## config.mk

```make
export PLATFORM = sky130hd
export DESIGN_NAME = ring_buffer_deque_flat
export DESIGN_NICKNAME = d
export VERILOG_FILES = /design/src/sv/rbd_pkg.sv /design/src/sv/rbd_if.sv /design/src/sv/ring_buffer_deque.sv /design/src/sv/rbd_ram.sv /design/src/flat_wrapper.sv
export SDC_FILE = /design/constraint.sdc
export NUM_CORES = 2
export LEC_CHECK = 0
export ABC_AREA = 0
export BUFFER_PORTS_ARGS = -buffer_cell sky130_fd_sc_hd__buf_4
export CAP_MARGIN = 20
export CORE_MARGIN = 2
export CORE_UTILIZATION = 60
export DETAILED_ROUTE_END_ITERATION = 10
export PLACE_DENSITY = 0.77
export SYNTH_ARGS = -nofsm -noshare
export SYNTH_HDL_FRONTEND = slang
export SYNTH_HIERARCHICAL = 1
export SYNTH_SLANG_ARGS = --single-unit
export TNS_END_PERCENT = 100
```

## constraint.sdc

```tcl
create_clock -name clk -period 11.92 [get_ports clk]
set_clock_uncertainty 0.05 [all_clocks]
set_input_delay 0 -clock clk [delete_from_list [all_inputs] [get_ports clk]]
set_output_delay 0 -clock clk [all_outputs]
set_load 0.05 [all_outputs]
```

## src/sv/rbd_pkg.sv

```systemverilog
// Shared constants, codes and types for the ring buffer deque.
package rbd_pkg;

  localparam int MAX_DEPTH = 64;
  localparam int ELEM_W    = 32;
  localparam int ADDR_W    = $clog2(MAX_DEPTH);
  localparam int CAP_W     = 7;
  localparam int FUNC_W    = 2;
  localparam int STAT_W    = 2;

  typedef logic [FUNC_W-1:0] func_t;
  typedef logic [STAT_W-1:0] stat_t;
  typedef logic [ADDR_W-1:0] addr_t;
  typedef logic [CAP_W-1:0]  cnt_t;
  typedef logic [ELEM_W-1:0] elem_t;

  localparam func_t OP_PUSH_BACK  = 2'd0;
  localparam func_t OP_PUSH_FRONT = 2'd1;
  localparam func_t OP_POP_FRONT  = 2'd2;
  localparam func_t OP_POP_BACK   = 2'd3;

  localparam stat_t ST_OK         = 2'd0;
  localparam stat_t ST_POP_EMPTY  = 2'd1;
  localparam stat_t ST_PUSH_FULL  = 2'd2;

endpackage

```

## src/sv/rbd_if.sv

```systemverilog
// Valid/ready channel interfaces for the deque operation and result streams.
interface rbd_in_if;
  logic              valid;
  logic              ready;
  rbd_pkg::func_t    func;
  rbd_pkg::elem_t    push_value;

  modport source (output valid, output func, output push_value, input ready);
  modport sink   (input valid, input func, input push_value, output ready);
endinterface

interface rbd_out_if;
  logic              valid;
  logic              ready;
  rbd_pkg::elem_t    pop_value;
  rbd_pkg::stat_t    status;
  rbd_pkg::cnt_t     count;
  logic              is_empty;
  logic              is_full;

  modport source (output valid, output pop_value, output status, output count,
                  output is_empty, output is_full, input ready);
  modport sink   (input valid, input pop_value, input status, input count,
                  input is_empty, input is_full, output ready);
endinterface

```

## src/sv/ring_buffer_deque.sv

```systemverilog
// Ring buffer deque top level: pointer/count control around the slot RAM.
// Results: a push or a refused operation loads the output register on transfer;
//   a successful pop reads its slot into the RAM output register, then S_READ loads the result.
// Throughput: one push per cycle when output is free; a pop stalls input for its slot RAM read.
// Reset (rst, synchronous): head, tail and count go to 0, capacity to 64, output empties.
// The slot RAM is not cleared; a pop only ever reads slots written by an earlier push.
module ring_buffer_deque (
  input  logic           clk,
  input  logic           rst,
  input  logic           cfg_we,
  input  rbd_pkg::cnt_t  cfg_data,
  rbd_in_if.sink         in_ch,
  rbd_out_if.source      out_ch
);

  typedef enum logic {S_IDLE, S_READ} state_t;

  state_t          state;
  rbd_pkg::cnt_t   cap_reg;      // raw capacity register
  rbd_pkg::cnt_t   cap_use;      // capacity clamped to 1..MAX_DEPTH
  rbd_pkg::addr_t  head;
  rbd_pkg::addr_t  tail;
  rbd_pkg::cnt_t   held_count;

  rbd_pkg::addr_t  head_next;
  rbd_pkg::addr_t  tail_next;
  rbd_pkg::cnt_t   count_next;
  rbd_pkg::addr_t  head_inc, head_dec, tail_inc, tail_dec;

  logic            in_xfer;
  logic            is_push;
  logic            push_ok;
  logic            pop_ok;
  logic            out_free;
  rbd_pkg::stat_t  stat_next;

  // RAM port signals
  logic            ram_we;
  rbd_pkg::addr_t  ram_waddr;
  logic            ram_re;
  rbd_pkg::addr_t  ram_raddr;
  rbd_pkg::elem_t  ram_rdata;

  // Result fields of a pop held while the RAM read completes
  rbd_pkg::cnt_t   pend_count;
  logic            pend_full;

  // Output register
  logic            out_valid;
  rbd_pkg::elem_t  out_pop_value;
  rbd_pkg::stat_t  out_status;
  rbd_pkg::cnt_t   out_count;
  logic            out_empty;
  logic            out_full;

  // Clamp the capacity: zero acts as one, anything above the store depth as the depth.
  always_comb begin
    priority if (cap_reg == '0) begin
      cap_use = rbd_pkg::CAP_W'(1);
    end else if (cap_reg > rbd_pkg::CAP_W'(rbd_pkg::MAX_DEPTH)) begin
      cap_use = rbd_pkg::CAP_W'(rbd_pkg::MAX_DEPTH);
    end else begin
      cap_use = cap_reg;
    end
  end

  // Wrapping neighbors of both pointers within the capacity in use.
  always_comb begin
    head_inc = (rbd_pkg::CAP_W'(head) + 1'b1 >= cap_use) ? '0 : head + 1'b1;
    tail_inc = (rbd_pkg::CAP_W'(tail) + 1'b1 >= cap_use) ? '0 : tail + 1'b1;
    head_dec = (head == '0 || rbd_pkg::CAP_W'(head) >= cap_use)
               ? rbd_pkg::ADDR_W'(cap_use - 1'b1) : head - 1'b1;
    tail_dec = (tail == '0 || rbd_pkg::CAP_W'(tail) >= cap_use)
               ? rbd_pkg::ADDR_W'(cap_use - 1'b1) : tail - 1'b1;
  end

  // The output register is free when empty or being drained this cycle.
  assign out_free     = !out_valid || out_ch.ready;
  assign in_ch.ready  = (state == S_IDLE) && out_free;
  assign in_xfer      = in_ch.valid && in_ch.ready;
  assign is_push      = (in_ch.func == rbd_pkg::OP_PUSH_BACK) ||
                        (in_ch.func == rbd_pkg::OP_PUSH_FRONT);
  assign push_ok      = is_push && (held_count < cap_use);
  assign pop_ok       = !is_push && (held_count != '0);

  // Decide the next pointers, count and RAM access for the offered operation.
  always_comb begin
    head_next  = head;
    tail_next  = tail;
    count_next = held_count;
    ram_waddr  = '0;
    ram_raddr  = head;
    stat_next  = rbd_pkg::ST_OK;
    unique case (in_ch.func)
      rbd_pkg::OP_PUSH_BACK, rbd_pkg::OP_PUSH_FRONT: begin
        if (!push_ok) begin
          stat_next = rbd_pkg::ST_PUSH_FULL;
        end else begin
          count_next = held_count + 1'b1;
          priority if (held_count == '0) begin
            // First element lands in slot 0 with both pointers on it.
            head_next = '0;
            tail_next = '0;
            ram_waddr = '0;
          end else if (in_ch.func == rbd_pkg::OP_PUSH_BACK) begin
            tail_next = tail_inc;
            ram_waddr = tail_inc;
          end else begin
            head_next = head_dec;
            ram_waddr = head_dec;
          end
        end
      end
      rbd_pkg::OP_POP_FRONT, rbd_pkg::OP_POP_BACK: begin
        if (!pop_ok) begin
          stat_next = rbd_pkg::ST_POP_EMPTY;
        end else begin
          count_next = held_count - 1'b1;
          if (in_ch.func == rbd_pkg::OP_POP_FRONT) begin
            ram_raddr = head;
            head_next = head_inc;
          end else begin
            ram_raddr = tail;
            tail_next = tail_dec;
          end
          // Last element gone: park both pointers at slot 0.
          if (held_count == rbd_pkg::CAP_W'(1)) begin
            head_next = '0;
            tail_next = '0;
          end
        end
      end
      default: begin
        stat_next = rbd_pkg::ST_OK;
      end
    endcase
  end

  assign ram_we = in_xfer && push_ok;
  assign ram_re = in_xfer && pop_ok;

  rbd_ram #(
    .DEPTH (rbd_pkg::MAX_DEPTH),
    .WIDTH (rbd_pkg::ELEM_W)
  ) u_ram (
    .clk   (clk),
    .we    (ram_we),
    .waddr (ram_waddr),
    .wdata (in_ch.push_value),
    .re    (ram_re),
    .raddr (ram_raddr),
    .rdata (ram_rdata)
  );

  // Control state, pointers and the output register.
  always_ff @(posedge clk) begin
    if (rst) begin
      state      <= S_IDLE;
      cap_reg    <= rbd_pkg::CAP_W'(rbd_pkg::MAX_DEPTH);
      head       <= '0;
      tail       <= '0;
      held_count <= '0;
      out_valid  <= 1'b0;
    end else begin
      // A capacity write empties the queue; otherwise advance on a transfer.
      if (cfg_we) begin
        cap_reg    <= cfg_data;
        head       <= '0;
        tail       <= '0;
        held_count <= '0;
      end else if (in_xfer) begin
        head       <= head_next;
        tail       <= tail_next;
        held_count <= count_next;
      end
      unique case (state)
        S_IDLE: begin
          if (in_xfer && pop_ok) begin
            // Hold the result fields until the slot data returns from RAM.
            pend_count <= count_next;
            pend_full  <= (count_next == cap_use);
            state      <= S_READ;
            if (out_ch.ready) begin
              out_valid <= 1'b0;
            end
          end else if (in_xfer) begin
            out_valid     <= 1'b1;
            out_pop_value <= '0;
            out_status    <= stat_next;
            out_count     <= count_next;
            out_empty     <= (count_next == '0);
            out_full      <= (count_next == cap_use);
          end else if (out_ch.ready) begin
            // Drop the result once the sink takes it.
            out_valid <= 1'b0;
          end
        end
        S_READ: begin
          // Read data stays in the RAM output register until the result can load.
          if (out_free) begin
            out_valid     <= 1'b1;
            out_pop_value <= ram_rdata;
            out_status    <= rbd_pkg::ST_OK;
            out_count     <= pend_count;
            out_empty     <= (pend_count == '0);
            out_full      <= pend_full;
            state         <= S_IDLE;
          end
        end
        default: begin
          state <= S_IDLE;
        end
      endcase
    end
  end

  assign out_ch.valid     = out_valid;
  assign out_ch.pop_value = out_pop_value;
  assign out_ch.status    = out_status;
  assign out_ch.count     = out_count;
  assign out_ch.is_empty  = out_empty;
  assign out_ch.is_full   = out_full;

`ifndef SYNTHESIS
  a_count_le_cap: assert property (@(posedge clk) disable iff (rst)
    held_count <= cap_use)
    else $error("held count exceeds capacity in use");

  a_single_elem_ptrs: assert property (@(posedge clk) disable iff (rst)
    held_count <= rbd_pkg::CAP_W'(1) |-> head == tail)
    else $error("head and tail differ with at most one element held");

  a_pop_reads: assert property (@(posedge clk) disable iff (rst)
    in_xfer && pop_ok |=> state == S_READ)
    else $error("successful pop did not wait for slot read");

  a_empty_flag: assert property (@(posedge clk) disable iff (rst)
    out_valid |-> out_empty == (out_count == '0))
    else $error("empty flag disagrees with result count");

  a_no_xfer_in_read: assert property (@(posedge clk) disable iff (rst)
    state == S_READ |-> !in_ch.ready)
    else $error("input taken while a pop read is outstanding");
`endif

endmodule

```

## src/sv/rbd_ram.sv

```systemverilog
// Simple dual-port synchronous RAM with registered read data.
module rbd_ram #(
  parameter int DEPTH = 64,
  parameter int WIDTH = 32
) (
  input  logic                     clk,
  input  logic                     we,
  input  logic [$clog2(DEPTH)-1:0] waddr,
  input  logic [WIDTH-1:0]         wdata,
  input  logic                     re,
  input  logic [$clog2(DEPTH)-1:0] raddr,
  output logic [WIDTH-1:0]         rdata
);

  logic [WIDTH-1:0] mem [DEPTH];

  always_ff @(posedge clk) begin
    if (we) begin
      mem[waddr] <= wdata;
    end
  end

  always_ff @(posedge clk) begin
    if (re) begin
      rdata <= mem[raddr];
    end
  end

endmodule
```

## src/flat_wrapper.sv

```systemverilog
// flat-port wrapper written by rule: the top's interface ports become plain ports
module ring_buffer_deque_flat 
  (clk, rst, cfg_we, cfg_data, in_ch_valid, in_ch_func, in_ch_push_value, in_ch_ready, out_ch_valid, out_ch_pop_value, out_ch_status, out_ch_count, out_ch_is_empty, out_ch_is_full, out_ch_ready);
  rbd_in_if in_ch_i ();
  rbd_out_if out_ch_i ();
  input  logic clk;
  input  logic rst;
  input  logic cfg_we;
  input  rbd_pkg::cnt_t cfg_data;
  input wire logic [$bits(in_ch_i.valid)-1:0] in_ch_valid;
  input wire logic [$bits(in_ch_i.func)-1:0] in_ch_func;
  input wire logic [$bits(in_ch_i.push_value)-1:0] in_ch_push_value;
  output wire logic [$bits(in_ch_i.ready)-1:0] in_ch_ready;
  output wire logic [$bits(out_ch_i.valid)-1:0] out_ch_valid;
  output wire logic [$bits(out_ch_i.pop_value)-1:0] out_ch_pop_value;
  output wire logic [$bits(out_ch_i.status)-1:0] out_ch_status;
  output wire logic [$bits(out_ch_i.count)-1:0] out_ch_count;
  output wire logic [$bits(out_ch_i.is_empty)-1:0] out_ch_is_empty;
  output wire logic [$bits(out_ch_i.is_full)-1:0] out_ch_is_full;
  input wire logic [$bits(out_ch_i.ready)-1:0] out_ch_ready;
  assign in_ch_i.valid = in_ch_valid;
  assign in_ch_i.func = in_ch_func;
  assign in_ch_i.push_value = in_ch_push_value;
  assign in_ch_ready = in_ch_i.ready;
  assign out_ch_valid = out_ch_i.valid;
  assign out_ch_pop_value = out_ch_i.pop_value;
  assign out_ch_status = out_ch_i.status;
  assign out_ch_count = out_ch_i.count;
  assign out_ch_is_empty = out_ch_i.is_empty;
  assign out_ch_is_full = out_ch_i.is_full;
  assign out_ch_i.ready = out_ch_ready;
  ring_buffer_deque u_core (.clk(clk), .rst(rst), .cfg_we(cfg_we), .cfg_data(cfg_data), .in_ch(in_ch_i), .out_ch(out_ch_i));
endmodule
```

==> flow_summary_export.csv <==
group,metric,value,unit
power,power_frac_clock,40.7,%
power,powerDensity,163,nW/um^2
cells_and_area,final_nets,4177,
routing,post_drt_wl_per_cell,35.7,um
hold_path,min_from,"out_ch_ready",
yosys,ys_seq_area_share,77.1,%
floorplanning,die_h,378,um
yosys,yosysUniqueCellTypes,75,
yosys,syn-cell-area,83800,sq um
setup_path,critPathCaptureType,"register",
sta,min_period,6.30,ns
run,drv_cap,0,
clock_network,clock-sinks,2159,
yosys,synth_top_area_share,76.4,%
cells_and_area,layoutNonFillerInstCount,6141,
power,switchingPower,3.29,mW
sta,timing.setup.tns,0,ns
global_routing,antenna_found_initial,15,
global_routing,grt_overflow,0,
placed_design,place.gp.congestion,0.873,
yosys,syn_inst,3825,
cells_and_area,drive_above_1_share,26.3,%
routing,firstDrtPassIters,9,
setup_path,cp_data_arrival_time,6.73,ns
setup_path,cp_slowest_cell,"nor2_4",
floorplanning,die_x,378,um
floorplanning,initial_core_util,60.2,%
yosys,synthAdderAreaFrac,0.607,%
routing,drc,2,
clock_network,clkTransAtPathRegs,0.06,ns
clock_network,ctsRootBufferMaster,"clkbuf_16",
setup_path,path_max_fanout,18,
yosys,async_flop_share,0,%
cells_and_area,syn2layout_area_growth,13.4,%
clock_network,cts_inserted_buffers,201,
setup_path,critPathTopFamily,"simple AND/OR/NAND/NOR gates",
global_routing,grt_pass1_wl,309000,um
global_routing,grt_pass1_vias,42100,
run_status,failed_checks,"design-rule violations",
clock_network,tritoncts,"built",
placed_design,io_buffers,90,
yosys,synthXorXnorAreaFrac,0.333,%
clock_network,clockBufferDepth,3,
floorplanning,fp.coreArea,139000,sq um
routing,drt_iter0_drc,6813,
floorplanning,rows,137,
yosys,yosys.area.top_type,"edfxtp_1",
setup_path,regToRegEndpoint,"u_core/u_ram/mem[24][24]",
sta,rsz0062_at_grt,"false",
yosys,synth_enable_flop_cells,2131,
power,internal-power,12.2,mW
sta,fmax,0.159,GHz
hold_path,hold_class,"input pin to register",
cells_and_area,regMostFlops,"u_core/u_ram/mem",
power,switching_share,21.3,%
setup_path,cp.required,12.35,ns
sta,finalHoldViolations,0,
sta,tightest_slew,1.29,ns
cells_and_area,n_fill_cell,8074,
setup_path,crit_type,"register to register",
power,pwr-share-comb,5.1,%
power,p_seq_share,54.2,%
routing,viasPerCell,6.95,
yosys,ys.warnings.count,6,
yosys,synth-simple-area-share,2.32,%
cells_and_area,multi_input_area,18700,sq um
clock_network,cts_setup_buffers,0,
clock_network,clk_latency,0.83,ns
sta,setup_viol,0,
setup_path,rrSetupSlack,5.62,ns
setup_path,worstPathCellList,"inv_2, a32oi_2, inv_1, ha_1, a21boi_1, o21ai_0, nand2b_1, maj3_1, a221o_1, nand2b_1, nor2_1, a22oi_1, nor2_1, buf_4, nand3b_1, nor2_4, buf_4",
setup_path,cp_num_cells,17,
yosys,syn_area_per_cell,21.9,sq um
routing,num_vias,42700,
sta,slew_headroom,13.2,%
yosys,synth_top_family_by_area,"multiplexers",
yosys,synth_ff_type,"edfxtp_1",
hold_path,hold_depth,6,
clock_network,h-tree-depth,4,
floorplanning,die_area,143000,sq um
setup_path,startpoint_type,"register",
power,ir_drop,0.172,mV
sta,hold_ws,0.0783,ns
cells_and_area,seqCellArea,64600,sq um
routing,drt_wl_total,219000,um
global_routing,grt_max_degree,118,
sta,maxSlewViolCount,0,
yosys,synthMuxAreaShare,16.0,%
placed_design,placed_cells,5675,
clock_network,ctsResizeCount,0,
setup_path,cpPeakStageDelay,0.86,ns
sta,fin_crit_sh,52.9,%
run_status,status,"finished, violations left",
power,p_leak,28.9,nW
cells_and_area,largest_reg_flops,2048,
placed_design,dpl.hpwl,121000,um
floorplanning,io_pins,91,
global_routing,grt_usage,31.2,%
yosys,synthTopCellsByArea,"edfxtp_1 76%, mux4_2 15%, mux2i_1 1.3%, nor2_1 0.82%, dfxtp_1 0.67%",
setup_path,reg2reg_from,"u_core/cap_reg[6]",
setup_path,rr_worst_depth,17,
yosys,synth-seq-cells,2159,
routing,ant_nets,0,
yosys,syn-num-nets,3910,
setup_path,critPathBufInv,4,
hold_path,min_to,"u_core/held_count[6]",
yosys,synth_compound_area_share,2.39,%
how the worst max path moves through the flow:
stage / start / end / slack [ns]
after global routing: u_core/cap_reg[6] / u_core/u_ram/mem[26][11] / 5.41
after floorplan: u_core/cap_reg[6] / u_core/u_ram/mem[33][0] / 5.99
after CTS: u_core/cap_reg[6] / u_core/u_ram/mem[42][26] / 5.75
final: u_core/cap_reg[6] / u_core/u_ram/mem[24][24] / 5.62
after global placement: u_core/cap_reg[6] / u_core/u_ram/mem[18][16] / 5.85
after detailed placement: u_core/cap_reg[6] / u_core/u_ram/mem[26][26] / 5.72
synthesized netlist by cell type (6+ instances only):
library cell / n
o21ai_0: 16
nand3_1: 24
xnor2_1: 19
a211oi_1: 9
or3_1: 6
a21oi_1: 79
mux4_2: 544
buf_2: 63
a311oi_1: 8
buf_1: 20
nor3_1: 22
a21o_1: 6
o22ai_1: 84
a221oi_1: 6
mux2_2: 7
dfxtp_1: 28
buf_6: 6
nand4_1: 6
buf_4: 22
o221ai_1: 28
and2_1: 35
clkbuf_1: 96
mux2i_1: 108
nand2_1: 69
nor2_1: 183
xor2_1: 11
edfxtp_1: 2131
nand2b_1: 17
inv_1: 16
and3_1: 10
nand3b_1: 8
nor2b_1: 15
ha_1: 39
a22oi_1: 20
logic make-up (layout without fill, tap and decap cells):
group / Yosys count / after routing
DFF: 2159 / 2159
muxes: 659 / 659
and+or+nand+nor: 414 / 414
AOI/OAI and AO/OA: 295 / 295
buffers and inverters: 226 / 659
adders and majority gates: 41 / 41
xor gates and xnor gates: 31 / 31
other: 0 / 7
repair_timing:
item / in CTS / in global routing
hold endpoints to repair: 2141 / 0
hold buffers: 71 / 0
endpoints found under the setup margin: 0 / 0
worst reg2reg max path, delay by kind of cell (launching register included):
kind                       cells  cell delay, ns
adders and majority gates      2            0.74
DFF                            1            0.49
buffers and inverters          4            1.25
AOI/OAI and AO/OA              5            1.09
and+or+nand+nor                6            2.33
per-layer routing:
layer,vias to the layer above,GRT usage (%),part of all wire (%),routed length [um]
li1,16600,-,-,-
met1,22300,42.8,35,75900
met2,3284,48.6,48,105000
met3,503,7.38,12,27300
met4,10,13.5,5.0,11000
met5,-,0,0.031,68
cell usage in the layout, fill, tap and decap left out, drive strengths merged, types with 36 or more instances in the layout:
master | netlist | layout
and2 | 36 | 36
edfxtp | 2131 | 2131
nor2 | 184 | 184
buf | 111 | 200
clkbuf | 97 | 253
a21oi | 79 | 79
clkinv | 0 | 83
o22ai | 85 | 85
mux4 | 544 | 544
dlygate4sd3 | 0 | 71
mux2i | 108 | 108
ha | 39 | 39
nand2 | 69 | 69
cell type report:
type                    instances  area share [%]
diodes                          7          0.0184
clock buffers                 252            5.58
clock inverters               117            1.16
inverters                      18          0.0711
multi-input cells            1440            19.7
flip-flops and latches       2159            67.9
well taps                    1876            2.47
repair buffers                272            3.09
through the flow:
step | utilization, % | worst slack [ns] | power [mW] | area, sq um
final | 68.3 | 5.62 | 15.5 | 95000
after global routing | 68.3 | 5.41 | 15.8 | 95000
after CTS | 68.1 | 5.75 | 15.5 | 94600
after detailed placement | 63.0 | 5.72 | 9.28 | 87500
after global placement | 62.5 | 5.85 | 9.26 | 86900
after floorplan | - | 5.99 | 8.92 | 83800
power by group through the flow:
| stage | clock, mW | sequential [mW] | combinational (mW) |
|---|---|---|---|
| final | 6.30 | 8.38 | 0.785 |
| after global routing | 6.63 | 8.38 | 0.812 |
| after CTS | 6.35 | 8.38 | 0.768 |
| after detailed placement | 0 | 8.54 | 0.737 |
| after global placement | 0 | 8.54 | 0.723 |
| after floorplan | 0 | 8.56 | 0.364 |
(Power assumes the default switching activity.)
